[src/rtl/cau_pkg.sv]
// shared types, widths and saturation helper for the complex arithmetic unit
// no dependencies
package cau_pkg;

    localparam int DATA_WIDTH = 16;
    localparam int FRAC_BITS  = 8;

    localparam int PROD_W = 2 * DATA_WIDTH;          // one operand product
    localparam int SUM_W  = PROD_W + 1;              // sum of two products
    localparam int MAG_W  = PROD_W;                  // magnitude of a product sum
    localparam int D_W    = PROD_W;                  // |b|^2
    localparam int QBITS  = DATA_WIDTH + 1;          // quotient bits kept
    localparam int REM_W  = D_W + QBITS;             // partial remainder

    typedef enum logic [1:0] {
        CMD_ADD = 2'd0,
        CMD_SUB = 2'd1,
        CMD_MUL = 2'd2,
        CMD_DIV = 2'd3
    } t_cmd;

    typedef enum logic [1:0] {
        ST_OK   = 2'd0,
        ST_SAT  = 2'd1,
        ST_DIVZ = 2'd2
    } t_status;

    // word carried along the divider stages
    typedef struct packed {
        logic                  is_div;
        logic                  neg_re;
        logic                  neg_im;
        logic                  ovf_re;
        logic                  ovf_im;
        logic [REM_W-1:0]      rem_re;
        logic [REM_W-1:0]      rem_im;
        logic [REM_W-1:0]      dtop;
        logic [QBITS-1:0]      q_re;
        logic [QBITS-1:0]      q_im;
        logic [DATA_WIDTH-1:0] res_re;
        logic [DATA_WIDTH-1:0] res_im;
        t_status               status;
    } t_word;

    typedef struct packed {
        logic                  flag;
        logic [DATA_WIDTH-1:0] value;
    } t_sat;

    localparam logic signed [SUM_W-1:0] SAT_MAX =
        {{(SUM_W-DATA_WIDTH+1){1'b0}}, {(DATA_WIDTH-1){1'b1}}};
    localparam logic signed [SUM_W-1:0] SAT_MIN =
        {{(SUM_W-DATA_WIDTH+1){1'b1}}, {(DATA_WIDTH-1){1'b0}}};

    function automatic t_sat sat_val(input logic signed [SUM_W-1:0] v);
        t_sat r;
        r.flag  = 1'b0;
        r.value = v[DATA_WIDTH-1:0];
        if (v > SAT_MAX) begin
            r.flag  = 1'b1;
            r.value = SAT_MAX[DATA_WIDTH-1:0];
        end else if (v < SAT_MIN) begin
            r.flag  = 1'b1;
            r.value = SAT_MIN[DATA_WIDTH-1:0];
        end
        return r;
    endfunction

endpackage

[src/rtl/cau_front.sv]
// operand products, add/sub/mul results and divider setup (three stages)
// depends on cau_pkg
module cau_front (
    input  logic                           i_clk,
    input  logic                           i_rst_n,
    input  logic                           i_en,
    input  logic                           i_valid,
    input  logic [1:0]                     i_command,
    input  logic signed [cau_pkg::DATA_WIDTH-1:0] i_a_real,
    input  logic signed [cau_pkg::DATA_WIDTH-1:0] i_a_imag,
    input  logic signed [cau_pkg::DATA_WIDTH-1:0] i_b_real,
    input  logic signed [cau_pkg::DATA_WIDTH-1:0] i_b_imag,
    output logic                           o_valid,
    output cau_pkg::t_word                 o_word
);
    import cau_pkg::*;

    // stage 1: products and add/sub
    logic                     r1_valid;
    t_cmd                     r1_cmd;
    logic signed [PROD_W-1:0] r1_prr, r1_pii, r1_pri, r1_pir, r1_bb, r1_ii;
    logic signed [DATA_WIDTH:0] r1_as_re, r1_as_im;

    logic signed [PROD_W-1:0] n1_prr, n1_pii, n1_pri, n1_pir, n1_bb, n1_ii;
    logic signed [DATA_WIDTH:0] n1_as_re, n1_as_im;

    always_comb begin
        n1_prr = i_a_real * i_b_real;
        n1_pii = i_a_imag * i_b_imag;
        n1_pri = i_a_real * i_b_imag;
        n1_pir = i_a_imag * i_b_real;
        n1_bb  = i_b_real * i_b_real;
        n1_ii  = i_b_imag * i_b_imag;
        if (t_cmd'(i_command) == CMD_SUB) begin
            n1_as_re = (DATA_WIDTH+1)'(i_a_real) - (DATA_WIDTH+1)'(i_b_real);
            n1_as_im = (DATA_WIDTH+1)'(i_a_imag) - (DATA_WIDTH+1)'(i_b_imag);
        end else begin
            n1_as_re = (DATA_WIDTH+1)'(i_a_real) + (DATA_WIDTH+1)'(i_b_real);
            n1_as_im = (DATA_WIDTH+1)'(i_a_imag) + (DATA_WIDTH+1)'(i_b_imag);
        end
    end

    always_ff @(posedge i_clk) begin
        if (!i_rst_n) begin
            r1_valid <= 1'b0;
        end else if (i_en) begin
            r1_valid <= i_valid;
        end
        if (i_en) begin
            r1_cmd   <= t_cmd'(i_command);
            r1_prr   <= n1_prr;
            r1_pii   <= n1_pii;
            r1_pri   <= n1_pri;
            r1_pir   <= n1_pir;
            r1_bb    <= n1_bb;
            r1_ii    <= n1_ii;
            r1_as_re <= n1_as_re;
            r1_as_im <= n1_as_im;
        end
    end

    // stage 2: product sums, final add/sub/mul result, dividend magnitudes
    logic                     r2_valid;
    logic                     r2_is_div, r2_neg_re, r2_neg_im;
    logic [MAG_W-1:0]         r2_mag_re, r2_mag_im;
    logic [D_W-1:0]           r2_d;
    logic [DATA_WIDTH-1:0]    r2_res_re, r2_res_im;
    t_status                  r2_status;

    logic signed [SUM_W-1:0]  m_re, m_im, v_re, v_im, dn_re, dn_im, abs_re, abs_im;
    logic [D_W-1:0]           n2_d;
    t_sat                     s_re, s_im;
    logic                     n2_is_div;
    logic [DATA_WIDTH-1:0]    n2_res_re, n2_res_im;
    t_status                  n2_status;

    always_comb begin
        m_re  = SUM_W'(r1_prr) - SUM_W'(r1_pii);
        m_im  = SUM_W'(r1_pri) + SUM_W'(r1_pir);
        dn_re = SUM_W'(r1_prr) + SUM_W'(r1_pii);
        dn_im = SUM_W'(r1_pir) - SUM_W'(r1_pri);
        abs_re = dn_re[SUM_W-1] ? -dn_re : dn_re;
        abs_im = dn_im[SUM_W-1] ? -dn_im : dn_im;
        n2_d  = D_W'(r1_bb) + D_W'(r1_ii);
        if (r1_cmd == CMD_MUL) begin
            v_re = m_re >>> FRAC_BITS;
            v_im = m_im >>> FRAC_BITS;
        end else begin
            v_re = SUM_W'(r1_as_re);
            v_im = SUM_W'(r1_as_im);
        end
        s_re = sat_val(v_re);
        s_im = sat_val(v_im);
        n2_is_div = 1'b0;
        n2_res_re = s_re.value;
        n2_res_im = s_im.value;
        n2_status = (s_re.flag || s_im.flag) ? ST_SAT : ST_OK;
        if (r1_cmd == CMD_DIV) begin
            if (n2_d == '0) begin
                n2_res_re = '0;
                n2_res_im = '0;
                n2_status = ST_DIVZ;
            end else begin
                n2_is_div = 1'b1;
            end
        end
    end

    always_ff @(posedge i_clk) begin
        if (!i_rst_n) begin
            r2_valid <= 1'b0;
        end else if (i_en) begin
            r2_valid <= r1_valid;
        end
        if (i_en) begin
            r2_is_div <= n2_is_div;
            r2_neg_re <= dn_re[SUM_W-1];
            r2_neg_im <= dn_im[SUM_W-1];
            r2_mag_re <= abs_re[MAG_W-1:0];
            r2_mag_im <= abs_im[MAG_W-1:0];
            r2_d      <= n2_d;
            r2_res_re <= n2_res_re;
            r2_res_im <= n2_res_im;
            r2_status <= n2_status;
        end
    end

    // stage 3: quotient range check and divider load
    logic                     r3_valid;
    t_word                    r3_word;
    t_word                    n3_word;
    logic [REM_W-1:0]         num_re, num_im, dlim;

    always_comb begin
        num_re = REM_W'({r2_mag_re, {FRAC_BITS{1'b0}}});
        num_im = REM_W'({r2_mag_im, {FRAC_BITS{1'b0}}});
        dlim   = {r2_d, {QBITS{1'b0}}};
        n3_word.is_div = r2_is_div;
        n3_word.neg_re = r2_neg_re;
        n3_word.neg_im = r2_neg_im;
        // quotient would not fit the kept bits: clamps either way
        n3_word.ovf_re = num_re >= dlim;
        n3_word.ovf_im = num_im >= dlim;
        n3_word.rem_re = num_re;
        n3_word.rem_im = num_im;
        n3_word.dtop   = REM_W'(r2_d) << (QBITS-1);
        n3_word.q_re   = '0;
        n3_word.q_im   = '0;
        n3_word.res_re = r2_res_re;
        n3_word.res_im = r2_res_im;
        n3_word.status = r2_status;
    end

    always_ff @(posedge i_clk) begin
        if (!i_rst_n) begin
            r3_valid <= 1'b0;
        end else if (i_en) begin
            r3_valid <= r2_valid;
        end
        if (i_en) begin
            r3_word <= n3_word;
        end
    end

    assign o_valid = r3_valid;
    assign o_word  = r3_word;

endmodule

[config.mk]
export PLATFORM = sky130hd
export DESIGN_NAME = cau_front
export DESIGN_NICKNAME = d
export VERILOG_FILES = /design/src/rtl/cau_pkg.sv /design/src/rtl/cau_front.sv
export SDC_FILE = /design/constraint.sdc
export NUM_CORES = 2
export LEC_CHECK = 0
export ABC_AREA = 1
export BUFFER_PORTS_ARGS = -buffer_cell sky130_fd_sc_hd__buf_2
export CAP_MARGIN = 20
export CORE_ASPECT_RATIO = 0.7
export CORE_MARGIN = 3
export CORE_UTILIZATION = 55
export CTS_CLUSTER_DIAMETER = 40
export CTS_CLUSTER_SIZE = 30
export DETAILED_ROUTE_END_ITERATION = 6
export GPL_TIMING_DRIVEN = 0
export PLACE_DENSITY = 0.75
export SETUP_SLACK_MARGIN = 0.05
export SLEW_MARGIN = 10
export SYNTH_ARGS = -nofsm -noshare
export SYNTH_HDL_FRONTEND = slang
export SYNTH_SLANG_ARGS = --single-unit
[constraint.sdc]
create_clock -name i_clk -period 6.61 [get_ports i_clk]
set_input_delay 0.9915 -clock i_clk [delete_from_list [all_inputs] [get_ports i_clk]]
set_output_delay 0.9915 -clock i_clk [all_outputs]
set_load 0.005 [all_outputs]
# Word level (Yosys, flattened, before mapping)
# Cells that the tools add are included.
# totals
out_inout_bits,221
latch_bits,0
wordCells,78
reg_bits,499
rom_bits,0
input_bits,70
ram_bits,0
mem_count,0
# op_classes
order_cmp,6
shift,0
mux,18
addsub,11
eq_ne,3
reduce_logical,2
n_div,0
n_mul,6
bitwise,0
# op_table
operator,n
multiplier 16 x 16 -> 32 bit,6
two-way mux 17 bit,6
greater-or-equal comparator 40 x 49 -> 1 bit,2
adder 32 x 32 -> 33 bit,2
"> comparator 33 x 16 -> 1 bit, second input constant",2
"< comparator 33 x 16 -> 1 bit, second input constant",2
two-way mux 33 bit,2
subtractor 32 x 32 -> 33 bit,2
two-way mux 16 bit,4
two-way mux 32 bit,2
negation 32 bit,2
adder 16 x 16 -> 17 bit,2
subtractor 16 x 16 -> 17 bit,2
adder 32 bit,1
zero test 32 bit,1
"equality test 2 bit, second input constant",2
two-way mux 2 bit,2
"equality test 2 x 1 -> 1 bit, second input constant",1
two-way mux 1 bit,2
logical OR 1 bit,1

# Logic depth before layout (Yosys ltp)
# logic_depth
ltp_word,9
ltp_mapped,28

# Least setup slack after synthesis
# OpenSTA, ideal clock, no wires.
# synth_timing
kind,input to register
start,in i_b_real[5] (netlist name)
end,reg r1_pir[29] (data pin)
arrival_ns,6.554
path_slack_ns,-0.202
stages,22
setup_ns,0.258
cell_sequence,clkbuf_1 clkbuf_1 clkbuf_1 nand2_1 fa_1 inv_1 fa_1 fa_1 fa_1 fa_1 inv_1 fa_1 inv_1 ha_1 nand2_1 nor4_1 nand3_1 nand3_1 nand3_1 nand2_1 a31oi_1 xnor2_1
# synth_between
elab_chain_len,1
# synth_lines
element,line_no,text
"start, declared",cau_front.sv:11,"input logic signed [cau_pkg::DATA_WIDTH-1:0] i_b_real,"
multiplier 16 x 16 -> 32 bit,cau_front.sv:31,n1_pir = i_a_imag * i_b_real;
named net n1_pir[29],cau_front.sv:24,"logic signed [PROD_W-1:0] n1_prr, n1_pii, n1_pri, n1_pir, n1_bb, n1_ii;"
"end signal, assigned",cau_front.sv:54,r1_pir <= n1_pir;
"end, declared",cau_front.sv:21,"logic signed [PROD_W-1:0] r1_prr, r1_pii, r1_pri, r1_pir, r1_bb, r1_ii;"
# The timed path passes the listed nets, and every way through them passes these cells.
# A chain may end at the register's enable or synchronous reset.

# Final worst setup path
# layout_timing
start,in i_a_real[9] (netlist name)
end,reg r1_prr[13] (data pin)
# layout_between
elab_chain_len,1
# layout_lines
element,line_no,text
"start, declared",cau_front.sv:9,"input logic signed [cau_pkg::DATA_WIDTH-1:0] i_a_real,"
multiplier 16 x 16 -> 32 bit,cau_front.sv:28,n1_prr = i_a_real * i_b_real;
named net n1_prr[13],cau_front.sv:24,
"end signal, assigned",cau_front.sv:51,r1_prr <= n1_prr;
"end, declared",cau_front.sv:21,
# The timed path passes the listed nets, and every way through them passes these cells.

==> impl_metrics.yaml <==
run_status:
  status: "complete, but fails checks"
  violations: "setup timing"
logic_synthesis:
  synth_area_leader_cell: "fa_1"
  synth_area_leaders: "fa_1 (33%), edfxtp_1 (16%), inv_1 (13%), ha_1 (10%), nand2_1 (10%)"
  synth_edf_count: 494
  ys_ff_latch: 497
  ys_types: 63
  syn_area_mm2: 0.0915
  avgSynthCellArea_um2: 8.19
  synth-seq-area-share_pct: 16.3
  yosys_warnings: 0
  synthFlopType: "edfxtp_1"
  yosysTopAreaCellShare_pct: 33.3
  syn_inst: 11200
  async_flop_share_pct: 0
clocking:
  cts.hold.buffers_added: 0
  max-clock-path-buffers: 3
  cts.sinks: 497
  htree_levels: 2
  path_clk_slew_ns: 0.07
  cts_root_buf: "clkbuf_16"
  cts_tree: "yes"
  cts_buffers: 61
  insertion_delay_ns: 0.75
layout:
  syn2layout_area_growth_pct: 9.79
  layout-drive-gt1-share_pct: 8.28
  instances_no_fill: 13800
  nets: 13900
drt:
  wirelength_mm: 356
  drcViolationCount: 0
  avgRoutedWirePerCell_um: 25.7
  viasPerCell: 5.58
  vias: 77200
  drt_iter0_drc: 9525
  ant_nets: 0
  drt-pass1-iter-count: 7
placed_design:
  place_inst: 13700
  pre_cts_slack_ns: -2.35
  port_buffers: 200
  place.gp.congestion: 1.08
  hpwlAfterDp_mm: 303
timing:
  tightestPinTransition_ns: 1.20
  finalCriticalPeriod_ns: 6.66
  timing.final.ws_setup_ns: -0.0487
  setup_viol: 4
  drv_slew: 0
  slew_headroom_pct: 19.7
  timing.hold.ws_ns: 0.423
  post-route-period-util_pct: 101
  fmax_mhz: 150
  clock_skew_ns: 0.0478
  hold_violations: 0
  rsz0062_at_grt: "yes"
setup_path:
  slowest_delay_ns: 0.59
  crit_path_frequent_cell: "fa_1"
  cp-start-kind: "primary input"
  worstPathMaxFanout: 10
  path_cells: "buf_2, clkbuf_2, nand2_1, fa_1, fa_1, fa_1, inv_1, ha_1, fa_1, fa_1, ha_1, a21oi_1, o21ai_0, a21oi_2, o21ai_0, xor2_1"
  worstPathArrival_ns: 7.11
  crit_path_end_kind: "flip-flop"
  required_ns: 7.06
  crit_type: "primary input to flip-flop"
  crit_slowest_cell: "xor2_1"
global_routing:
  grt_pass1_wl_mm: 512
  overflow: 0
  grt_antenna_before_repair: 18
  grt_usage_pct: 41.5
  grt_pass1_vias: 76300
  grt_max_degree: 112
floorplan:
  dieHeight_um: 347
  core_mm2: 0.164
  fp-row-count: 124
  dieArea_mm2: 0.171
  die-width_um: 493
  boundaryPins: 291
  initial_utilization_pct: 55.7
min_path:
  hold_path_class: "flip-flop to flip-flop"
flow_run:
  maxCapViolCount: 0
routing by layer:
layer  share of wire [%]  wire length (µm)  vias to the layer above  GRT usage, %
met1                  41            145000                    37700          59.1
met4                 5.3             19000                        8          18.7
li1                    -                 -                    33700             -
met5                0.12               425                        -          1.92
met2                  38            136000                     4949          54.7
met3                  15             55200                      803          16.9
layout by cell type, fill, tap and decap left out, types with 18 or more instances in the layout:
cell       netlist  final
inv_1         3077   3075
nand2_1       2508   2501
fa_1          1520   1508
ha_1           757    736
nor2_1         568    562
edfxtp_1       494    494
a21oi_1        403    380
nand3_1        277    275
xor2_1         253    240
buf_2           31    233
o21ai_0        240    224
buf_4           95    153
xnor2_1        133    129
clkbuf_2         4     89
conb_1           1     85
nand4_1         74     74
clkbuf_4         0     69
clkbuf_16        0     67
nor3_1          50     47
o21bai_1        41     40
buf_6            1     39
a31oi_1         35     33
buf_8            0     32
clkbuf_1       230     30
a2bb2oi_1       30     30
o21ai_1         12     24
a21o_1          24     24
a21oi_2          3     22
or2_2           20     20
o211ai_1        20     20
nor2_2          13     19
diode_2          0     18
nand2_2         11     18
synthesized netlist by cell type (all sizes together) (24+ instances only):
library cell	count
inv	3091
nand2	2520
fa	1520
ha	757
nor2	583
edfxtp	494
a21oi	406
nand3	292
xor2	259
o21ai	254
clkbuf	234
buf	194
xnor2	133
nand4	74
nor3	54
o21bai	42
a31oi	35
a2bb2oi	30
a21boi	24
a21o	24
state kept, by name, indices dropped and copies added, names as in the netlist:
name       count
r1_ii         31
r1_valid       1
r2_res_re     16
r2_is_div      1
r2_neg_re      1
r2_res_im     16
r2_mag_im     32
r1_pii        32
r1_as_im      17
r1_bb         31
r1_prr        32
r2_status      2
r1_cmd         2
r1_as_re      17
r1_pir        32
r1_pri        32
o_valid        1
o_word       135
r2_mag_re     32
r2_neg_im      1
r2_valid       1
r2_d          32
kinds of logic (layout without fill, tap and decap cells):
| kind of cell | Yosys count | in the layout | share of synthesized area [%] |
|---|---|---|---|
| other cells | 1 | 103 | 0.00410 |
| compound gates | 886 | 886 | 5.54 |
| buf+inv | 3523 | 3889 | 14.9 |
| flops | 497 | 497 | 16.3 |
| simple gates | 3588 | 3588 | 15.8 |
| fa+ha+maj | 2277 | 2277 | 43.6 |
| xor+xnor | 392 | 392 | 3.82 |
critical path: cells and delay by family:
family | cells | cell delay, ns
AO/OA/AOI/OAI | 4 | 1.27
AND/OR/NAND/NOR | 1 | 0.17
buffers and inverters | 3 | 0.86
XOR/XNOR | 1 | 0.59
adder cells (fa/ha/maj) | 7 | 3.21
per-stage QoR:
step	TNS (ns)	util, %	cell area [µm²]
global placement	-1588.39	58.2	95600
floorplan	0	-	91800
detailed placement	-193.22	58.5	96100
global route	-0.0414	61.1	100000
finish	-0.106	61.1	100000
CTS	0	60.6	99500
worst paths after layout:
| kind | from | endpoint | slack [ns] | depth (start not counted) |
|---|---|---|---|---|
| min | r2_res_im[11] | o_word[13] | 0.42 | 0 |
| max | i_a_real[9] | r1_prr[13] | -0.05 | 16 |
| max reg2reg | r1_prr[9] | r2_status[0] | 2.11 | 17 |
| min reg2reg | r2_res_im[11] | o_word[13] | 0.42 | 0 |
layout make-up:
| class | instances | area [µm²] |
|---|---|---|
| antenna | 18 | 45.0 |
| buffer | 420 | 3100 |
| clock buffer | 63 | 1530 |
| clock inverter | 51 | 779 |
| fill | 14800 | 63900 |
| inverter | 3095 | 11600 |
| multi-input combinational | 7228 | 63900 |
| sequential | 497 | 14900 |
| tap | 2205 | 2760 |
| timing repair buffer | 260 | 1770 |
repair_timing:
action / 4_1_cts / 5_1_grt
endpoints found under the setup margin: 123 / 75
setup buffers: 10 / 17
pin swaps: 10 / 27
gates resized for setup: 444 / 339
Power is not shown: default switching activity piles up to over one toggle a cycle in this logic, so the estimate is an artifact.
