<file path="src/rtl/cau_pkg.sv">
// shared types, widths and saturation helper for the complex arithmetic unit
// no dependencies
package cau_pkg;

    localparam int DATA_WIDTH = 16;
    localparam int FRAC_BITS  = 8;

    localparam int PROD_W = 2 * DATA_WIDTH;          // one operand product
    localparam int SUM_W  = PROD_W + 1;              // sum of two products
    localparam int MAG_W  = PROD_W;                  // magnitude of a product sum
    localparam int D_W    = PROD_W;                  // |b|^2
    localparam int QBITS  = DATA_WIDTH + 1;          // quotient bits kept
    localparam int REM_W  = D_W + QBITS;             // partial remainder

    typedef enum logic [1:0] {
        CMD_ADD = 2'd0,
        CMD_SUB = 2'd1,
        CMD_MUL = 2'd2,
        CMD_DIV = 2'd3
    } t_cmd;

    typedef enum logic [1:0] {
        ST_OK   = 2'd0,
        ST_SAT  = 2'd1,
        ST_DIVZ = 2'd2
    } t_status;

    // word carried along the divider stages
    typedef struct packed {
        logic                  is_div;
        logic                  neg_re;
        logic                  neg_im;
        logic                  ovf_re;
        logic                  ovf_im;
        logic [REM_W-1:0]      rem_re;
        logic [REM_W-1:0]      rem_im;
        logic [REM_W-1:0]      dtop;
        logic [QBITS-1:0]      q_re;
        logic [QBITS-1:0]      q_im;
        logic [DATA_WIDTH-1:0] res_re;
        logic [DATA_WIDTH-1:0] res_im;
        t_status               status;
    } t_word;

    typedef struct packed {
        logic                  flag;
        logic [DATA_WIDTH-1:0] value;
    } t_sat;

    localparam logic signed [SUM_W-1:0] SAT_MAX =
        {{(SUM_W-DATA_WIDTH+1){1'b0}}, {(DATA_WIDTH-1){1'b1}}};
    localparam logic signed [SUM_W-1:0] SAT_MIN =
        {{(SUM_W-DATA_WIDTH+1){1'b1}}, {(DATA_WIDTH-1){1'b0}}};

    function automatic t_sat sat_val(input logic signed [SUM_W-1:0] v);
        t_sat r;
        r.flag  = 1'b0;
        r.value = v[DATA_WIDTH-1:0];
        if (v > SAT_MAX) begin
            r.flag  = 1'b1;
            r.value = SAT_MAX[DATA_WIDTH-1:0];
        end else if (v < SAT_MIN) begin
            r.flag  = 1'b1;
            r.value = SAT_MIN[DATA_WIDTH-1:0];
        end
        return r;
    endfunction

endpackage

</file>
<file path="src/rtl/cau_out.sv">
// quotient sign, saturation and the output register
// depends on cau_pkg
module cau_out (
    input  logic                          i_clk,
    input  logic                          i_rst_n,
    input  logic                          i_en,
    input  logic                          i_valid,
    input  cau_pkg::t_word                i_word,
    output logic                          o_valid,
    output logic [cau_pkg::DATA_WIDTH-1:0] o_res_real,
    output logic [cau_pkg::DATA_WIDTH-1:0] o_res_imag,
    output cau_pkg::t_status              o_status
);
    import cau_pkg::*;

    logic                    r_valid;
    logic [DATA_WIDTH-1:0]   r_res_re, r_res_im;
    t_status                 r_status;

    logic signed [SUM_W-1:0] q_re, q_im;
    t_sat                    s_re, s_im;
    logic                    f_re, f_im;
    logic [DATA_WIDTH-1:0]   v_re, v_im;
    logic [DATA_WIDTH-1:0]   n_res_re, n_res_im;
    t_status                 n_status;

    always_comb begin
        q_re = SUM_W'(i_word.q_re);
        q_im = SUM_W'(i_word.q_im);
        if (i_word.neg_re) q_re = -q_re;
        if (i_word.neg_im) q_im = -q_im;
        s_re = sat_val(q_re);
        s_im = sat_val(q_im);
        f_re = s_re.flag;
        v_re = s_re.value;
        f_im = s_im.flag;
        v_im = s_im.value;
        if (i_word.ovf_re) begin
            f_re = 1'b1;
            v_re = i_word.neg_re ? SAT_MIN[DATA_WIDTH-1:0] : SAT_MAX[DATA_WIDTH-1:0];
        end
        if (i_word.ovf_im) begin
            f_im = 1'b1;
            v_im = i_word.neg_im ? SAT_MIN[DATA_WIDTH-1:0] : SAT_MAX[DATA_WIDTH-1:0];
        end
        if (i_word.is_div) begin
            n_res_re = v_re;
            n_res_im = v_im;
            n_status = (f_re || f_im) ? ST_SAT : ST_OK;
        end else begin
            n_res_re = i_word.res_re;
            n_res_im = i_word.res_im;
            n_status = i_word.status;
        end
    end

    always_ff @(posedge i_clk) begin
        if (!i_rst_n) begin
            r_valid <= 1'b0;
        end else if (i_en) begin
            r_valid <= i_valid;
        end
        if (i_en) begin
            r_res_re <= n_res_re;
            r_res_im <= n_res_im;
            r_status <= n_status;
        end
    end

    assign o_valid    = r_valid;
    assign o_res_real = r_res_re;
    assign o_res_imag = r_res_im;
    assign o_status   = r_status;

endmodule

</file>
<file path="config.mk">
export PLATFORM = sky130hd
export DESIGN_NAME = cau_out
export DESIGN_NICKNAME = d
export VERILOG_FILES = /design/src/rtl/cau_pkg.sv /design/src/rtl/cau_out.sv
export SDC_FILE = /design/constraint.sdc
export NUM_CORES = 1
export LEC_CHECK = 0
export BUFFER_PORTS_ARGS = -buffer_cell sky130_fd_sc_hd__buf_2
export CORE_AREA = 2 2 100 102
export DETAILED_ROUTE_END_ITERATION = 8
export DIE_AREA = 0 0 102 104
export PLACE_DENSITY_LB_ADDON = 0.05
export SETUP_SLACK_MARGIN = 0.4
export SLEW_MARGIN = 20
export SYNTH_ARGS = -nofsm -noshare
export SYNTH_HDL_FRONTEND = slang
export SYNTH_SLANG_ARGS = --single-unit
</file>
<file path="constraint.sdc">
create_clock -name i_clk -period 5.88 [get_ports i_clk]
set_clock_uncertainty 0.2 [all_clocks]
set_input_delay 1.176 -clock i_clk [delete_from_list [all_inputs] [get_ports i_clk]]
set_output_delay 1.176 -clock i_clk [all_outputs]
set_load 0.02 [all_outputs]
</file>
# Word level (Yosys, flattened, before mapping)
# Index checks and enable logic that the tools add are counted.
# op_classes
n_addsub	2
reduce_logical	1
n_mux	16
magnitude_cmp	4
# op_table
cell	n
16-bit 2-to-1 mux	6
17-bit 2-to-1 mux	4
33-bit by 16-bit > comparator with 1-bit output (second input constant)	2
33-bit by 16-bit less-than comparator with 1-bit output (second input constant)	2
33-bit 2-to-1 mux	2
17-bit negation with 33-bit output	2
1-bit 2-to-1 mux	3
2-bit 2-to-1 mux	1
1-bit logical OR	1
# word_totals
out_inout_bits	35
word_cells	27
register_bits	35

# Depth between registers and ports, before layout
# Gate-level depths: netlist (run 1).
# logic_depth
depth_word	9
ltp_mapped	12
mapped_depth_nobuf	11

# Worst setup path before layout (run 1)
# Ideal clock, no wire load.
# synth_path
path_type	input to register
start	input port i_word[64] (netlist bit)
end	register r_res_re[14], in the netlist o_res_real[14], data pin
cell_stages	11
arrival_ps	3373
path_slack_ps	2051
setup_ps	256
t_required_ps	5424
path_buffers	1
cell_sequence	or4_4 > or3_4 > nor2_1 > ha_1 > nor3_1 > o211ai_1 > o31ai_4 > o21ai_2 > buf_6 > a31oi_1 > nor2_1
# synth_between
elab_chain_len	7
elab_cells_between_ends	8
# synth_lines
item	line	rtl
start, declared	cau_out.sv:8	input cau_pkg::t_word i_word,
17-bit negation with 33-bit output	cau_out.sv:30	if (i_word.neg_re) q_re = -q_re;
33-bit 2-to-1 mux *	cau_out.sv:30	
33-bit by 16-bit less-than comparator with 1-bit output	cau_pkg.sv:62	end else if (v < SAT_MIN) begin
17-bit 2-to-1 mux	cau_pkg.sv:62	
17-bit 2-to-1 mux *	cau_pkg.sv:59	if (v > SAT_MAX) begin
16-bit 2-to-1 mux *	cau_out.sv:38	if (i_word.ovf_re) begin
16-bit 2-to-1 mux *	cau_out.sv:46	if (i_word.is_div) begin
net n_res_re[14]	cau_out.sv:24	logic [DATA_WIDTH-1:0] n_res_re, n_res_im;
end signal, assigned	cau_out.sv:64	r_res_re <= n_res_re;
end, declared	cau_out.sv:17	logic [DATA_WIDTH-1:0] r_res_re, r_res_im;
# The timed path passes the listed nets; every way through them passes the cells marked *.
# A chain may end at the register's enable or synchronous reset.

# Worst setup path in the final report (run 1)
# layout_path
start	input port i_word[38] (netlist bit)
end	register r_res_im[10], in the netlist o_res_imag[10], data pin
# layout_between
elab_chain_len	7
elab_cells_between_ends	8
# layout_lines
item	line	rtl
17-bit negation with 33-bit output	cau_out.sv:31	if (i_word.neg_im) q_im = -q_im;
33-bit 2-to-1 mux *	cau_out.sv:31	
33-bit by 16-bit less-than comparator with 1-bit output	cau_pkg.sv:62	
17-bit 2-to-1 mux	cau_pkg.sv:62	
17-bit 2-to-1 mux *	cau_pkg.sv:59	
16-bit 2-to-1 mux *	cau_out.sv:42	if (i_word.ovf_im) begin
16-bit 2-to-1 mux *	cau_out.sv:46	
net n_res_im[10]	cau_out.sv:24	
end signal, assigned	cau_out.sv:65	r_res_im <= n_res_im;
end, declared	cau_out.sv:17	
# Marked as above.

==> results.yml, run 1 <==
run_status:
  status: "finished, final reports clean"
synth:
  seq_area_frac_synth_pct: 40.78
  synth_area_um2: 2552
  synth_area_per_cell_um2: 9.215
  ys_seq_elements: 35
  async_flop_share_pct: 0
  synth-main-ff-cell: "edfxtp_1"
  ys_top_cells_by_count: "nor2_1 (35), edfxtp_1 (34), o21ai_0 (31)"
  synth_area_leaders: "edfxtp_1 (40%), o21ai_0 (6.1%), xnor2_1 (5.8%)"
  synth_cell_types: 45
  yosysTopAreaCell: "edfxtp_1"
  synth_edf_count: 34
  yosysWarnings: 0
  syn_inst: 277
  syn-num-nets: 505
  yosysMostFrequentCell: "nor2_1"
  yosys.area.top_type_share_pct: 40.00
clocking:
  cts_made_buffers: 5
  cts_root_buf: "clkbuf_8"
  tritoncts: "done"
  cts_max_path_buffers: 2
  postCtsHoldBufs: 0
  clkSlewWorstSetupHoldPaths_ns: 0.07
  numClockSinks: 35
  htreeDepth: 2
  post-cts-setup-buffer-count: 0
  clkLatencyLatePin_ns: 0.28
  cts_resized: 0
sta:
  slew_violations: 0
  period_share_pct: 71.58
  final-hold-violation-count: 0
  rsz0062_at_grt: "false"
  fin_ws_ns: 1.671
  worstMarginPinSlew_ns: 0.8177
  maxClockFrequency_mhz: 237.6
  slew_headroom_pct: 45.49
  min_period_ns: 4.209
  setup_viol: 0
  tns_ns: 0
route:
  num_vias: 2492
  detail-route-antenna-nets: 0
  drc_errors: 0
  drt_wl_total_um: 8672
  via_per_inst: 4.848
  drtIter0Drc: 299
  wire_per_inst_um: 16.87
  first_pass_iters: 4
critical_path:
  path_cells: "buf_2 -> nor3_2 -> nand4_1 -> nor3_1 -> ha_1 -> nor3_1 -> nand4_1 -> o21ai_1 -> nand3_1 -> nor2b_1 -> nor3_1"
  cp-start-kind: "primary input"
  startpoint: "i_word[38]"
  worst-path-max-fanout: 16
  worst-path-stages: 11
  critical-path-max-stage-delay_ns: 0.46
  worstPathRequired_ns: 5.69
  r2r-end: "o_valid"
  path_buf_inv: 1
  crit_type: "in2reg"
  cpLargestDelayFamily: "simple AND/OR/NAND/NOR gates"
  endpoint_kind: "flop"
  reg2reg_depth: 2
  crit-reg2reg-launch: "o_valid"
  cp.arrival_ns: 4.02
  rrSetupSlack_ns: 5.07
  crit_top_cell: "nor3_1"
  crit_path_end: "o_res_imag[10]"
  crit_slowest_cell: "nand3_1"
layout:
  multi_input_comb_area_um2: 1406
  fill_cells: 1071
  num_antenna_cells: 0
  final_cell_area_um2: 3292
  layout-drive-gt1-share_pct: 35.96
  seq_area_um2: 1041
  post-route-util_pct: 34.47
  synthToLayoutAreaGrowth_pct: 28.97
  finalNetCount: 608
global_route:
  grt_overflow: 0
  antenna_found_initial: 0
  grtUsageTotal_pct: 16.22
  grt_max_degree: 42
  grt_pass1_wl_um: 13030
  grt_pass1_vias: 2336
floorplan:
  fp.coreArea_um2: 9549
  start_util_pct: 26.73
  die_x_um: 102
  die_area_um2: 10610
  ios: 259
  rows: 36
  die_h_um: 104
place:
  post-place-ws_ns: 1.353
  dpl.hpwl_um: 6891
  gp_congestion: 0.7342
  portBuffers: 111
  placed_area_um2: 3207
power_and_ir_drop:
  vdd_drop_max_uv: 70.76
  power_density_nw_per_um2: 208.8
  p_leak_nw: 1.303
min_path:
  hold_path.class: "reg2reg"
run:
  cap_violations: 0
-- through the flow --
step	hold slack, ns	power, W	instances
3_3_place_gp	0.3395	0.0005252	506
6_report	0.3438	0.0006875	514
5_1_grt	0.3616	0.0007292	514
4_1_cts	0.3592	0.0006977	514
2_1_floorplan	0.3893	0.0004331	277
3_5_place_dp	0.3490	0.0005241	506
-- worst min path at each step --
| stage | endpoint | from | depth (start not counted) |
|---|---|---|---|
| 2_1_floorplan | o_valid | o_valid | 2 |
| 3_3_place_gp | o_valid | o_valid | 2 |
| 3_5_place_dp | o_valid | o_valid | 2 |
| 4_1_cts | o_valid | o_valid | 2 |
| 5_1_grt | o_valid | o_valid | 2 |
| 6_report | o_valid | o_valid | 2 |
-- worst register-to-register path, stage by stage (launching register included) --
cell and delay [ns]:
dfxtp_1 0.34, mux2i_1 0.07, nor2b_1 0.14
-- cells in the final DEF (no fill, tap or decap), types with 2 or more instances in the layout --
master,instances
o221a_2,11
nand2b_1,6
nor4_1,2
nor2b_1,4
edfxtp_1,34
xor2_1,9
nor3_1,12
clkbuf_8,5
nand4_1,4
buf_2,111
o31a_1,2
nand2_1,16
o31ai_1,9
o211ai_1,4
xnor2_1,17
inv_1,10
nor2_1,35
mux2i_1,2
or4_1,2
or3_1,4
ha_1,4
o41ai_1,3
a31oi_1,16
nand3_1,6
o21ai_0,31
-- sequential cells by signal, indices dropped and copies added (netlist names) --
name	flops
o_res_imag	16
o_res_real	16
o_status	2
o_valid	1
-- kinds of logic (layout without fill, tap and decap cells) --
group / after synthesis / after routing / share of synthesized area (%)
adder cells (fa/ha/maj): 4 / 4 / 1.961
multiplexers: 2 / 2 / 0.7843
AO/OA/AOI/OAI: 86 / 86 / 24.31
XOR/XNOR: 26 / 26 / 8.922
AND/OR/NAND/NOR: 99 / 99 / 19.12
buffers and inverters: 25 / 129 / 4.118
flip-flops: 35 / 35 / 40.78
-- layer usage --
layer	global-route usage, %	wire length, um	vias up
met2	17.48	2838	117
met5	0	0	-
met1	29.52	4913	1114
met4	4.000	67	0
li1	-	-	1256
met3	3.831	853	5
-- area by class of cell --
cell class / count / share of cell area [%]
clock buffer: 6 / 2.204
sequential: 35 / 31.62
tap: 133 / 5.055
multi-input combinational: 217 / 42.72
inverter: 10 / 1.140
timing repair buffer: 111 / 16.88
clock inverter: 2 / 0.3801
-- power by group --
part | internal [W] | leakage (nW) | switching [W]
Clock | 0.0000827 | 0.0412 | 0.0000858
Combinational | 0.0000759 | 0.920 | 0.000126
Sequential | 0.000306 | 0.342 | 0.0000112
No activity file was read; power rests on OpenSTA's default activity.
==> run 2: changes to the inputs <==
clock period = 3.7 ns   (was 5.88 ns; I/O delays follow)
==> results.yml, run 2 (synthesis gave the netlist of run 1 again) <==
critical_path:
  endpoint_kind: "flop"
  worstPathRequired_ns: 3.55
  cp.arrival_ns: 3.15
  worst-path-max-fanout: 2
  rrSetupSlack_ns: 2.90
  cp-start-kind: "primary input"
  crit_type: "in2reg"
power_and_ir_drop:
  p_int_w: 0.0007782
  p_leak_nw: 1.434
  pwr-share-seq_pct: 42.8
  power_density_nw_per_um2: 322.9
  vdd_drop_max_uv: 130.2
  swShare_pct: 33.16
  combinationalPowerShare_pct: 30.8
  clkPwrFrac_pct: 26.5
  p_sw_w: 0.0003861
sta:
  worstMarginPinSlew_ns: 0.8658
  rsz0062_at_grt: "true"
  period_share_pct: 89.23
  setup_viol: 0
  maxClockFrequency_mhz: 302.9
  slew_headroom_pct: 42.28
  min_period_ns: 3.302
  whs_ns: 0.3326
  final-hold-violation-count: 0
  slew_violations: 0
run:
  cap_violations: 0
floorplan:
  rows: 36
  die_h_um: 104
  die_area_um2: 10610
  start_util_pct: 26.73
  ios: 259
  fp.coreArea_um2: 9549
  die_x_um: 102
route:
  drtIter0Drc: 175
  drc_errors: 0
  wire_per_inst_um: 17.53
  via_per_inst: 4.890
  first_pass_iters: 4
  num_vias: 2626
  detail-route-antenna-nets: 0
  drt_wl_total_um: 9415
place:
  placed_area_um2: 3347
  dpl.cell_count: 523
  dpl.hpwl_um: 7103
  gp_congestion: 0.8151
  portBuffers: 111
global_route:
  grt_pass1_vias: 2583
  grtUsageTotal_pct: 17.78
  grt_overflow: 0
  grt_max_degree: 36
  grt_pass1_wl_um: 14350
  antenna_found_initial: 0
layout:
  final_cell_area_um2: 3606
  num_antenna_cells: 0
  finalNetCount: 631
  synthToLayoutAreaGrowth_pct: 41.27
  layout_common_cells: "buf_2 (109), nor2_1 (34), edfxtp_1 (34), o21ai_0 (31), buf_4 (19)"
  layout_commonest_cell: "buf_2"
  layout.cells.non_filler: 537
  layout-drive-gt1-share_pct: 42.82
clocking:
  cts_made_buffers: 5
  clkSlewWorstSetupHoldPaths_ns: 0.08
  tritoncts: "done"
  cts_max_path_buffers: 2
  htreeDepth: 2
  cts_root_buf: "clkbuf_8"
  clkLatencyLatePin_ns: 0.28
  numClockSinks: 35
min_path:
  hold_path.class: "reg2reg"
run_status:
  status: "finished, final reports clean"
-- run 2: cell count changes in the layout (fill, tap and decap cells not counted), moves of 3 or more --
cell / previous run / this run
a31oi_1: 16 / 12
a31oi_2: 0 / 3
buf_4: 0 / 19
buf_6: 0 / 4
-- run 2: timing repair --
| action | 4_1_cts | 5_1_grt |
|---|---|---|
| cloned | 1 | 0 |
| gates resized for setup | 8 | 13 |
| buffers inserted | 3 | 2 |
| endpoints found under the setup margin | 16 | 31 |
| hold buffers | 0 | 0 |
| pin swaps | 6 | 13 |
-- run 2: layout make-up --
cell class,count,area (um^2)
sequential,35,1041
timing repair buffer,133,753.2
clock buffer,7,86.33
multi-input combinational,218,1516
inverter,10,37.54
tap,133,166.4
clock inverter,1,5.005
fill,1051,5943
-- run 2: worst max-delay path, cell delays in order --
cell      delay [ns]
buf_6           0.09
or4_4           0.52
or3_4           0.36
nor2_4          0.13
ha_4            0.21
nor3_2          0.10
o211ai_1        0.14
o31ai_4         0.29
buf_6           0.15
buf_4           0.10
nand3_2         0.05
o32a_1          0.28
-- run 2: stage by stage --
step           setup slack [ns]  utilization [%]  TNS (ns)   power, W
2_1_floorplan            0.3121                -         0  0.0006882
3_3_place_gp           -0.03785            35.05  -0.06951  0.0008455
3_5_place_dp           -0.08975            35.05   -0.4189  0.0008455
4_1_cts                  0.3795            36.83         0   0.001170
5_1_grt                  0.3404            37.76         0   0.001237
6_report                 0.3984            37.76         0   0.001164
-- run 2: layer usage --
layer	GRT usage [%]	wire length [um]	vias up
li1	-	-	1310
met1	28.64	4784	1185
met2	21.01	3311	125
met4	3.905	91	0
met5	0	0	-
met3	7.863	1227	6
-- run 2: power groups by stage --
stage	Combinational (W)	Clock [W]	Sequential, W
after floorplan	0.000129	0	0.000559
after global placement	0.000340	0	0.000506
after detailed placement	0.000341	0	0.000505
after CTS	0.000351	0.000322	0.000498
after global routing	0.000394	0.000340	0.000502
final	0.000358	0.000308	0.000498
-- run 2: worst paths after layout --
kind	startpoint	end	cells past startpoint
hold reg to reg	o_valid	o_valid	2
hold / removal	o_valid	o_valid	2
setup reg to reg	o_valid	o_valid	2
setup / recovery	i_word[64]	o_status[0]	12
