### src/rtl/cau_pkg.sv
// shared types, widths and saturation helper for the complex arithmetic unit
// no dependencies
package cau_pkg;

    localparam int DATA_WIDTH = 16;
    localparam int FRAC_BITS  = 8;

    localparam int PROD_W = 2 * DATA_WIDTH;          // one operand product
    localparam int SUM_W  = PROD_W + 1;              // sum of two products
    localparam int MAG_W  = PROD_W;                  // magnitude of a product sum
    localparam int D_W    = PROD_W;                  // |b|^2
    localparam int QBITS  = DATA_WIDTH + 1;          // quotient bits kept
    localparam int REM_W  = D_W + QBITS;             // partial remainder

    typedef enum logic [1:0] {
        CMD_ADD = 2'd0,
        CMD_SUB = 2'd1,
        CMD_MUL = 2'd2,
        CMD_DIV = 2'd3
    } t_cmd;

    typedef enum logic [1:0] {
        ST_OK   = 2'd0,
        ST_SAT  = 2'd1,
        ST_DIVZ = 2'd2
    } t_status;

    // word carried along the divider stages
    typedef struct packed {
        logic                  is_div;
        logic                  neg_re;
        logic                  neg_im;
        logic                  ovf_re;
        logic                  ovf_im;
        logic [REM_W-1:0]      rem_re;
        logic [REM_W-1:0]      rem_im;
        logic [REM_W-1:0]      dtop;
        logic [QBITS-1:0]      q_re;
        logic [QBITS-1:0]      q_im;
        logic [DATA_WIDTH-1:0] res_re;
        logic [DATA_WIDTH-1:0] res_im;
        t_status               status;
    } t_word;

    typedef struct packed {
        logic                  flag;
        logic [DATA_WIDTH-1:0] value;
    } t_sat;

    localparam logic signed [SUM_W-1:0] SAT_MAX =
        {{(SUM_W-DATA_WIDTH+1){1'b0}}, {(DATA_WIDTH-1){1'b1}}};
    localparam logic signed [SUM_W-1:0] SAT_MIN =
        {{(SUM_W-DATA_WIDTH+1){1'b1}}, {(DATA_WIDTH-1){1'b0}}};

    function automatic t_sat sat_val(input logic signed [SUM_W-1:0] v);
        t_sat r;
        r.flag  = 1'b0;
        r.value = v[DATA_WIDTH-1:0];
        if (v > SAT_MAX) begin
            r.flag  = 1'b1;
            r.value = SAT_MAX[DATA_WIDTH-1:0];
        end else if (v < SAT_MIN) begin
            r.flag  = 1'b1;
            r.value = SAT_MIN[DATA_WIDTH-1:0];
        end
        return r;
    endfunction

endpackage

### src/rtl/cau_div_stage.sv
// one restoring division step for both result parts
// depends on cau_pkg
module cau_div_stage (
    input  logic           i_clk,
    input  logic           i_rst_n,
    input  logic           i_en,
    input  logic           i_valid,
    input  cau_pkg::t_word i_word,
    output logic           o_valid,
    output cau_pkg::t_word o_word
);
    import cau_pkg::*;

    logic             r_valid;
    t_word            r_word;
    t_word            n_word;
    logic             ge_re, ge_im;
    logic [REM_W-1:0] rr_re, rr_im;

    always_comb begin
        ge_re  = i_word.rem_re >= i_word.dtop;
        ge_im  = i_word.rem_im >= i_word.dtop;
        rr_re  = ge_re ? (i_word.rem_re - i_word.dtop) : i_word.rem_re;
        rr_im  = ge_im ? (i_word.rem_im - i_word.dtop) : i_word.rem_im;
        n_word = i_word;
        n_word.rem_re = rr_re << 1;
        n_word.rem_im = rr_im << 1;
        n_word.q_re   = {i_word.q_re[QBITS-2:0], ge_re};
        n_word.q_im   = {i_word.q_im[QBITS-2:0], ge_im};
    end

    always_ff @(posedge i_clk) begin
        if (!i_rst_n) begin
            r_valid <= 1'b0;
        end else if (i_en) begin
            r_valid <= i_valid;
        end
        if (i_en) begin
            r_word <= n_word;
        end
    end

    assign o_valid = r_valid;
    assign o_word  = r_word;

endmodule

### config.mk
export PLATFORM = sky130hd
export DESIGN_NAME = cau_div_stage
export DESIGN_NICKNAME = d
export VERILOG_FILES = /design/src/rtl/cau_pkg.sv /design/src/rtl/cau_div_stage.sv
export SDC_FILE = /design/constraint.sdc
export NUM_CORES = 1
export LEC_CHECK = 0
export BUFFER_PORTS_ARGS = -buffer_cell sky130_fd_sc_hd__buf_2
export CORE_UTILIZATION = 30
export DETAILED_ROUTE_END_ITERATION = 8
export PLACE_DENSITY_LB_ADDON = 0.2
export SYNTH_ARGS = -nofsm -noshare
export SYNTH_HDL_FRONTEND = slang
export SYNTH_SLANG_ARGS = --single-unit
### constraint.sdc
create_clock -name i_clk -period 9.79 [get_ports i_clk]
set_clock_uncertainty 0.15 [all_clocks]
set_input_delay 0.4895 -clock i_clk [delete_from_list [all_inputs] [get_ports i_clk]]
set_output_delay 0.4895 -clock i_clk [all_outputs]
set_load 0.005 [all_outputs]
After elaboration in Yosys (flattened, before gate mapping)
Cells that the tools add are included.
{"block": "classes", "order_cmp": 2, "mux": 2, "n_addsub": 2}
{"operator": "$ge 49x49->1", "count": 2}
{"operator": "$mux 48", "count": 2}
{"operator": "$sub 48x48->48", "count": 2}
{"block": "word_totals", "wordCells": 20, "reg_bits": 219, "in_bits": 224}

Longest topological paths before layout
Gate-level depths: netlist (run 1).
{"block": "depth", "ltp_word": 2, "depth_mapped": 15, "mapped_depth_nobuf": 12}

Worst setup path before layout (run 1)
No wires, ideal clock.
{"block": "synth_timing", "path_kind": "input-to-reg", "start": "input i_word[108] (netlist name)", "end": "register r_word (netlist bit o_word[170]), data pin", "n_path_buf": 2, "t_arrival_ns": 3.164, "setup_time_ns": 0.260, "path_stages": 14, "slack_ns": 6.216, "cell_sequence": "inv_1 ha_1 a2111o_1 nor2_1 o21ai_1 o2111a_1 o21a_1 or4_1 o2111ai_2 and2_1 buf_6 inv_4 buf_6 mux2_4"}
{"block": "synth_between", "elab_chain_len": 2}
{"item": "start, declared", "line": "cau_div_stage.sv:8", "source": "input cau_pkg::t_word i_word,"}
{"item": "$ge 49x49->1", "line": "cau_div_stage.sv:21", "source": "ge_re = i_word.rem_re >= i_word.dtop;"}
{"item": "$mux 48", "line": "cau_div_stage.sv:23", "source": "rr_re = ge_re ? (i_word.rem_re - i_word.dtop) : i_word.rem_re;"}
{"item": "net rr_re[3]", "line": "cau_div_stage.sv:18", "source": "logic [REM_W-1:0] rr_re, rr_im;"}
{"item": "end signal, assigned", "line": "cau_div_stage.sv:39", "source": "r_word <= n_word;"}
{"item": "end, declared", "line": "cau_div_stage.sv:15", "source": "t_word r_word;"}
The timed path passes the listed nets, and every way through them passes these cells.
A chain may end at the register's enable or synchronous reset.

Worst setup path in the final report (run 1)
{"block": "layout_timing", "start": "input i_word[75] (netlist name)", "end": "register r_word (netlist bit o_word[172]), data pin"}
Same word-level chain as after synthesis.

==> metrics, run 1 <==
leakage=8.290 nW; leading post-synthesis cells by cell area=edfxtp_1, ha_1, mux2_4; IO Pins=445; vias in the first global route=11910; ANT nets after route=0; Setup Fix Bufs, Post-CTS=0; DRT Pass-1 Iters=6; die width=216.8 µm; cell taking the most area after synthesis=edfxtp_1; crit end category=flip-flop; Worst R2R Start=o_valid; worst reg2reg endpoint=o_valid; initial core utilization=30.42%; All-Layer GR Usage=19.99%; fraction of layout cells with a size suffix above 1=31.47%; Clk Tree Root Cell=clkbuf_16; WHS Path Cells=1; first-pass GRT wire length=71.35 mm; clk_lat worst skew=0.55 ns; reg-to-reg setup timing slack=9.05 ns; H-tree depth=1; startpoint types=input pin; WL per Instance=20.25 µm; CP max FO=40; worst vdd ir=0.0001454 V; WHS Endpoint=o_word[96]; WL met2=23.06 mm; via count=12000; Area Growth Syn to Fin=35.56%; WHS=0.03333 ns; Seq/Total Area, Yosys=47.46%; EDFF count, synth=218; critical path arrival=4.97 ns; DPL Wire Length=38.61 mm; Final Max Tran Viols=0; post-synth top area share=47.31%; run status=completed; Synth Instances=1252; largest net degree at the start of global routing=113; count of final setup violators=0; Syn Area/Cell=11.05 µm²; fin crit period=4.823 ns; IO Port Bufs=440; Rel. slew slack=37.02%; synth warn=0; Synth Cell Area=13840 µm²; DR WL met3=3.191 mm; TritonCTS clock tree=built; hold path startpoint=i_word[96]; Setup TNS Final=0 ns; Top FF cell, synth=edfxtp_1; RSZ-0062 raised after global routing=false; Max Cap Violations=0; Die Area=46980 µm²; vias per cell=4.952; Netlist cell types=77; Chip Height=216.8 µm; Max Freq=207.3 MHz; worst-margin pin slew=0.9447 ns; Synth async-reset ratio=0%; worst reg-to-reg path cell count=2; Clock Path Buffers=3; routability cong.=0.9122; commonest cells in the netlist=edfxtp_1, ha_1, a21oi_1; Top Metal Used=met5; flip-flop and latch count after synthesis=219; crit share post-route=49.27%; antenna violations before repair=8; placeable core region=45480 µm²; gr ovfl total=0; initial DRC count=633; Pwr per Cell Area=163.0 nW/µm²; Num CTS Buffers=27; Worst Setup Path Type=in2reg; Residual DRC=0; total wire length=49.10 mm; row count=78; Crit path required time=9.94 ns; final hold vios=0; Nets=2125; CTS sink cnt=219; most numerous cell in the Yosys netlist=edfxtp_1; clock slew at reported path FFs=0.06 ns; Hold WC Path Type=in2reg; wl on met1=21.73 mm
==> how the worst max path moves through the flow <==
stage / start / end / cells past startpoint
after floorplan: i_word[108] / o_word[170] / 14
after global placement: i_word[75] / o_word[170] / 13
after detailed placement: i_word[75] / o_word[171] / 13
after CTS: i_word[75] / o_word[172] / 14
after global routing: i_word[75] / o_word[172] / 14
final: i_word[75] / o_word[172] / 14
==> state kept, by name (all words and copies together), names as in the netlist <==
signal,count
o_word,218
o_valid,1
==> cells in the final DEF (no fill, tap or decap), drive strengths merged, types with 4 or more instances in the layout <==
master       count
a211o            6
a211oi          10
a21boi           7
a21o            49
a21oi           92
a31oi           10
and2             9
and3            16
and4             4
buf            447
bufinv           6
clkbuf          31
clkinv           8
dlygate4sd3    119
edfxtp         218
ha              98
inv             87
mux2            65
mux2i            4
nand2           73
nand2b          12
nand3           52
nand4           23
nor2            55
nor2b           16
nor3            18
nor4             6
o211ai          13
o21a            21
o21ai           67
o21bai          13
o31ai           13
o41ai            4
or2              6
or3              5
or4              7
xnor2           46
xor2            29
==> stage by stage <==
step           power (mW)  setup WS [ns]  cells  utilization [%]  cell area [µm²]
6_report            3.058          4.967   2424            41.24            18760
5_1_grt             3.205          4.920   2423            41.23            18750
4_1_cts             3.098          5.084   2421            41.22            18750
3_5_place_dp        1.953          5.027   2253            36.52            16610
3_3_place_gp        1.950          5.004   2253            36.52            16610
2_1_floorplan       1.649          6.216   1253                -            13840
==> area by class of cell <==
class / count / area, µm²
diodes: 3 / 7.507
clock buffers: 31 / 690.7
repair buffers: 566 / 3456
well taps: 600 / 750.7
clock inverters: 18 / 257.7
multi-input cells: 902 / 6705
flip-flops and latches: 219 / 6566
inverters: 85 / 321.6
fillers: 4478 / 26720
==> critical path, stage by stage <==
cell and delay (ns):
dlygate4sd3_1 0.52, buf_2 0.10, inv_1 0.07, ha_1 0.42, nand2_1 0.19, or4_1 0.61, a211oi_1 0.66, o21ai_0 0.16
nand2_1 0.21, o21a_1 0.22, o2111ai_2 0.15, and2_1 0.19, inv_4 0.52, mux2_4 0.35
==> report_power, final <==
part | internal, mW | switching (mW) | leakage, nW
combinational | 0.364 | 0.422 | 5.69
clock | 0.665 | 0.423 | 0.459
sequential | 1.16 | 0.0261 | 2.14
total | 2.19 | 0.871 | 8.29
==> cell families (layout without fill, tap and decap cells) <==
group	count (synthesis)	after routing	synth area share (%)
adder cells (fa/ha/maj)	100	100	9.152
buffers and inverters	132	700	4.133
AND/OR/NAND/NOR	306	306	11.13
other	1	5	0.02710
XOR/XNOR	75	75	4.748
flip-flops	219	219	47.46
AO/OA/AOI/OAI	350	350	16.79
multiplexers	69	69	6.556
==> metal layers <==
layer  up-vias  GRT usage, %
met4         8         5.352
li1       5837             -
met1      5710         25.87
met5         -             0
met2       382         34.04
met3        66         3.746
==> timing repair <==
action | CTS | global route
hold buffers | 119 | 0
endpoints found under the hold margin | 119 | 0
gates resized for setup | 0 | 0
Power figures use the tool's default switching activity.
==> run 2: changes to the inputs <==
==> constraint.sdc (replaced) <==
create_clock -name i_clk -period 4.7 [get_ports i_clk]
set_clock_uncertainty 0.15 [all_clocks]
set_input_delay 0.235 -clock i_clk [delete_from_list [all_inputs] [get_ports i_clk]]
set_output_delay 0.235 -clock i_clk [all_outputs]
set_load 0.005 [all_outputs]
==> metrics, run 2 (synthesis gave the netlist of run 1 again) <==
utilization after layout=43.23% (+2.0 points); Worst Setup Path Type=in2reg; worst slack, placed=0.6987 ns (-4.329 ns); Pint=4.354 mW (+99%); Setup Fix Bufs, Post-CTS=0 (unchanged); clk_lat worst skew=0.55 ns (about the same); commonest non-fill, non-tap cell in the layout=buf_2; switch share=28.99% (+0.50 points); initial core utilization=30.42% (unchanged); Die Area=46980 µm² (unchanged); clock share of power=31.6% (-4.0 points); Final Max Tran Viols=0 (unchanged); die width=216.8 µm (unchanged); RSZ-0062 raised after global routing=false; gr ovfl total=0 (unchanged); crit end category=flip-flop; total wire length=50.27 mm (+2.4%); H-tree depth=1 (unchanged); failing checks=negative hold slack; first-pass GRT wire length=73.71 mm (+3.3%); critical path arrival=4.16 ns (-0.81 ns); sequential share of power=40.3% (+1.6 points); WL per Instance=19.96 µm (-1.5%); Placed Cells=2259 (+0.27%); clock slew at reported path FFs=0.06 ns (about the same); max reg flops=218 (unchanged); WP buf/inv=2 (-2); Finished Layout Cells=2519 (+3.9%); Hold WC Path Type=in2reg; largest delay contributor family on the critical path=compound AO/OA/AOI/OAI gates; count of final setup violators=0 (unchanged); placeable core region=45480 µm² (unchanged); DRT Pass-1 Iters=5 (-1); via count=12490 (+4.0%); Clk Tree Root Cell=clkbuf_16; Rel. slew slack=50.27% (+13 points); Design Power=6.131 mW (+100%); vias per cell=4.958 (+0.12%); crit share post-route=85.03%; Crit path required time=4.87 ns (-5.07 ns); routability cong.=0.9015 (-1.2%); Clock Path Buffers=3 (unchanged); largest net degree at the start of global routing=125 (+11%); Area Growth Syn to Fin=42.11%; worst vdd ir=0.0002337 V (+61%); crit-path max cell delay=0.53 ns (-0.13 ns); fraction of layout cells with a size suffix above 1=29.81% (-1.7 points); fin crit period=3.996 ns; final instance area=19660 µm² (+4.8%); All-Layer GR Usage=20.59% (+0.59 points); row count=78 (unchanged); P_sw=1.777 mW (+100%); CTS sink cnt=219 (unchanged); FF+latch area=6566 µm² (unchanged); startpoint types=input pin; Fill cells=4364 (-2.5%); Chip Height=216.8 µm (unchanged); run status=finished with violations; Max Freq=250.2 MHz; ant diodes=0 (-3); Max Cap Violations=0 (unchanged); worst-margin pin slew=0.7364 ns (-0.2084 ns); DPL Wire Length=39.07 mm (+1.2%); multi-input logic area=6705 µm² (unchanged); Residual DRC=0 (unchanged); TritonCTS clock tree=built; commonest cells after routing, fill and taps aside=buf_2, edfxtp_1, dlygate4sd3_1, ha_1, a21oi_1; antenna violations before repair=6 (-2); final hold vios=2 (+2); combinational group share of total power=28.1% (+2.4 points); Num CTS Buffers=26 (-3.7%); ANT nets after route=0 (unchanged); vias in the first global route=12730 (+6.9%); IO Pins=445 (unchanged); Pwr per Cell Area=311.8 nW/µm² (+91%); initial DRC count=568 (-10%); post-route setup slack=0.7036 ns (-4.263 ns); cell at the slowest stage of the critical path=dlygate4sd3_1; leakage=8.665 nW (+4.5%); CP max FO=4 (-90%); Nets=2228 (+4.8%); IO Port Bufs=440 (unchanged); Setup TNS Final=0 ns (unchanged); WHS=-0.006193 ns (-0.03952 ns); CP cell instances=dlygate4sd3_1 > buf_2 > ha_1 > fa_1 > nor2b_1 > o31a_1 > o311a_1 > o221ai_1 > a211oi_1 > o21ai_1 > a2111oi_0 > o21ai_0 > a31o_2; Placed Area=16690 µm² (+0.50%)
run 2: cell types whose count changed in the layout (fill, tap and decap cells not counted), moves of 2 or more:
cell	delta
bufinv_16	-4
buf_12	+3
dlygate4sd3_1	+98
inv_6	-2
diode_2	-3
buf_4	+3
run 2: metal layers:
metal / track usage [%] / part of all wire, %
met4: 6.808 / 3.1
met1: 25.90 / 44
met3: 4.193 / 5.9
met2: 35.10 / 47
met5: 0 / 0.14
run 2: cell type report:
cell class | instances | area share, %
Sequential cell | 219 | 33.39
Inverter | 85 | 1.635
Clock inverter | 12 | 0.6618
Clock buffer | 31 | 3.404
Tap cell | 600 | 3.818
Multi-Input combinational cell | 902 | 34.10
Timing Repair Buffer | 670 | 22.98
run 2: path summary, 6_finish.rpt:
kind	slack (ns)	cells past startpoint	end	from
max	0.70	13	o_word[213]	i_word[68]
min	-0.006	1	o_word[24]	i_en
max reg2reg	3.42	3	o_valid	o_valid
min reg2reg	0.91	3	o_valid	o_valid
run 2: what timing repair did:
item	CTS	global route
hold buffers	217	0
endpoints found under the hold margin	216	0
gates resized for setup	0	0
run 2: power by group through the flow:
stage	sequential, mW	clock, mW	combinational [mW]
finish	2.47	1.94	1.73
global route	2.49	2.07	1.89
CTS	2.47	2.00	1.74
detailed placement	2.51	0	1.58
global placement	2.51	0	1.57
floorplan	2.53	0	0.900
==> run 3: changes to the inputs <==
--- a/config.mk
+++ b/config.mk
@@ -5,6 +5,7 @@
 export SDC_FILE = /design/constraint.sdc
 export NUM_CORES = 1
 export LEC_CHECK = 0
+export ABC_AREA = 1
 export BUFFER_PORTS_ARGS = -buffer_cell sky130_fd_sc_hd__buf_2
 export CORE_UTILIZATION = 30
 export DETAILED_ROUTE_END_ITERATION = 8
==> metrics, run 3 <==
run status=completed; max reg flops=218 (unchanged); worst-margin pin slew=0.7980 ns (+0.06157 ns); flip-flop and latch count after synthesis=219 (unchanged); initial core utilization=30.51% (+0.086 points); Area Growth Syn to Fin=35.87%; crit share post-route=72.71% (-12 points); commonest cells in the netlist=nand2_1, inv_1, edfxtp_1; Setup TNS Final=0 ns (unchanged); combinational group share of total power=30.6% (+2.5 points); Nets=3443 (+55%); Max Cap Violations=0 (unchanged); cell taking the most area after synthesis=edfxtp_1; Synth async-reset ratio=0% (unchanged); P_sw=2.150 mW (+21%); Top FF cell, synth=edfxtp_1; worst reg2reg endpoint=o_valid; Syn Area/Cell=6.859 µm² (-38%); WHS Endpoint=o_word[31]; CTS sink cnt=219 (unchanged); gr ovfl total=0 (unchanged); Placed Cells=3620 (+60%); first-pass GRT wire length=102.9 mm (+40%); IO Pins=445 (unchanged); via count=17800 (+43%); critical path arrival=3.59 ns (-0.57 ns); Rel. slew slack=46.80% (-3.5 points); placeable core region=55310 µm² (+22%); Pint=4.309 mW (-1.0%); total wire length=70.54 mm (+40%); row count=86 (+10%); initial DRC count=1211 (+110%); Chip Height=239.2 µm (+10%); IO Port Bufs=440 (unchanged); EDFF count, synth=218 (unchanged); die width=239.2 µm (+10%); ant diodes=0 (unchanged); final hold vios=0 (-2); H-tree depth=1 (unchanged); startpoint types=input pin; ANT nets after route=0 (unchanged); CTS resizes=0 (unchanged); synth warn=0 (unchanged); DPL Wire Length=57.17 mm (+46%); clock share of power=31.2% (-0.4 points); Synth Instances=2460 (+96%); crit end category=flip-flop; Finished Layout Cells=3885 (+54%); fraction of layout cells with a size suffix above 1=16.48% (-13 points); clock slew at reported path FFs=0.06 ns (about the same); Pwr per Cell Area=281.8 nW/µm² (-9.6%); count of final setup violators=0 (unchanged); Die Area=57200 µm² (+22%); worst reg-to-reg path cell count=3 (unchanged); Clock Path Buffers=3 (unchanged); post-synth top area share=38.80% (-8.5 points); TritonCTS clock tree=built; Worst Setup Path Type=in2reg; Crit path required time=4.88 ns (about the same); commonest cells after routing, fill and taps aside=nand2_1, inv_1, buf_2, dlygate4sd3_1, edfxtp_1; WL per Instance=18.16 µm (-9.0%); Num CTS Buffers=26 (unchanged); vias in the first global route=17660 (+39%); vias per cell=4.582 (-7.6%); All-Layer GR Usage=24.10% (+3.5 points); WHS Path Cells=2 (+1); Clk Tree Root Cell=clkbuf_16; commonest non-fill, non-tap cell in the layout=nand2_1; hold path startpoint=i_word[31]; RSZ-0062 raised after global routing=false; leakage=12.33 nW (+42%); sequential share of power=38.2% (-2.1 points); Max Freq=292.6 MHz (+17%); post-route setup slack=1.283 ns (+0.5790 ns); routability cong.=0.9280 (+2.9%); largest net degree at the start of global routing=129 (+3.2%); utilization after layout=41.45% (-1.8 points); Netlist cell types=35 (-55%); fin crit period=3.417 ns (-0.5790 ns); leading post-synthesis cells by cell area=edfxtp_1, nand2_1, inv_1; clk_lat worst skew=0.57 ns (+0.02 ns); Setup Fix Bufs, Post-CTS=0 (unchanged); Residual DRC=0 (unchanged); DRT Pass-1 Iters=5 (unchanged); Hold WC Path Type=in2reg; worst slack, placed=1.316 ns (+0.6172 ns); Seq/Total Area, Yosys=38.91% (-8.5 points); Final Max Tran Viols=0 (unchanged); reg-to-reg setup timing slack=3.33 ns (-0.09 ns); switch share=33.29% (+4.3 points); most numerous cell in the Yosys netlist=nand2_1; Synth Cell Area=16870 µm² (+22%); worst vdd ir=0.0001921 V (-18%); CP max FO=35 (+31); antenna violations before repair=0 (-6); Worst R2R Start=o_valid
==> run 3: layout make-up <==
class                      instances  area, µm²
clock buffer                      32      694.4
clock inverter                    14      126.4
fill                            5838      32380
inverter                         508       1907
multi-input combinational       1692       8182
sequential                       219       6566
tap                              748      935.9
timing repair buffer             672       4514
==> run 3: worst max-delay path by stage <==
stage                start     endpoint  slack [ns]  cells after the start
2_1_floorplan  i_word[104]  o_word[194]        2.52                     11
3_3_place_gp    i_word[83]  o_word[209]        1.33                     13
3_5_place_dp    i_word[91]  o_word[209]        1.32                     16
4_1_cts         i_word[91]  o_word[209]        1.38                     17
5_1_grt         i_word[95]  o_word[127]        1.08                     17
6_report        i_word[91]  o_word[209]        1.28                     17
==> run 3: power by group through the flow <==
stage	combinational, mW	sequential (mW)	clock, mW
floorplan	0.997	2.53	0
global placement	1.82	2.51	0
detailed placement	1.83	2.51	0
CTS	1.98	2.47	2.07
global route	2.20	2.49	2.14
finish	1.98	2.47	2.01
==> run 3: logic make-up (layout without fill, tap and decap cells) <==
| logic type | Yosys count | after routing | synth area share [%] |
|---|---|---|---|
| adders and majority gates | 100 | 100 | 7.504 |
| other | 1 | 2 | 0.02222 |
| xor gates and xnor gates | 50 | 50 | 2.595 |
| DFF | 219 | 219 | 38.91 |
| and+or+nand+nor | 1468 | 1468 | 35.90 |
| AOI/OAI and AO/OA | 72 | 72 | 2.358 |
| buffers and inverters | 550 | 1226 | 12.71 |
==> run 3: metal layers <==
metal,track usage (%),vias to the layer above,share of wire (%)
met5,0,-,0
met4,7.479,0,3.0
met3,2.771,100,5.5
met2,42.31,562,48
met1,30.71,8173,44
li1,-,8967,-
==> run 3: worst max-delay path, stage by stage <==
cell	delay (ns)
dlygate4sd3_1	0.53
buf_2	0.23
inv_1	0.17
ha_1	0.43
nand2_1	0.16
inv_1	0.05
nand2_1	0.06
nand2_1	0.08
clkinv_1	0.05
nand2_1	0.06
nand2_1	0.09
nand2_1	0.11
a21oi_4	0.57
nand3_2	0.14
buf_4	0.31
nand2_1	0.19
nand2_1	0.08
==> run 3: timing repair <==
item | 4_1_cts | 5_1_grt
hold buffers | 219 | 0
endpoints found under the hold margin | 231 | 0
endpoints found under the setup margin | 0 | 0
==> run 3: per-stage QoR <==
stage	power [mW]	cell area [µm²]	hold slack (ns)
after global routing	6.823	22930	0.2082
after CTS	6.520	22930	0.2038
final	6.459	22930	0.2253
after detailed placement	4.335	19910	0.2638
after floorplan	3.532	16880	0.1785
after global placement	4.329	19910	0.2625
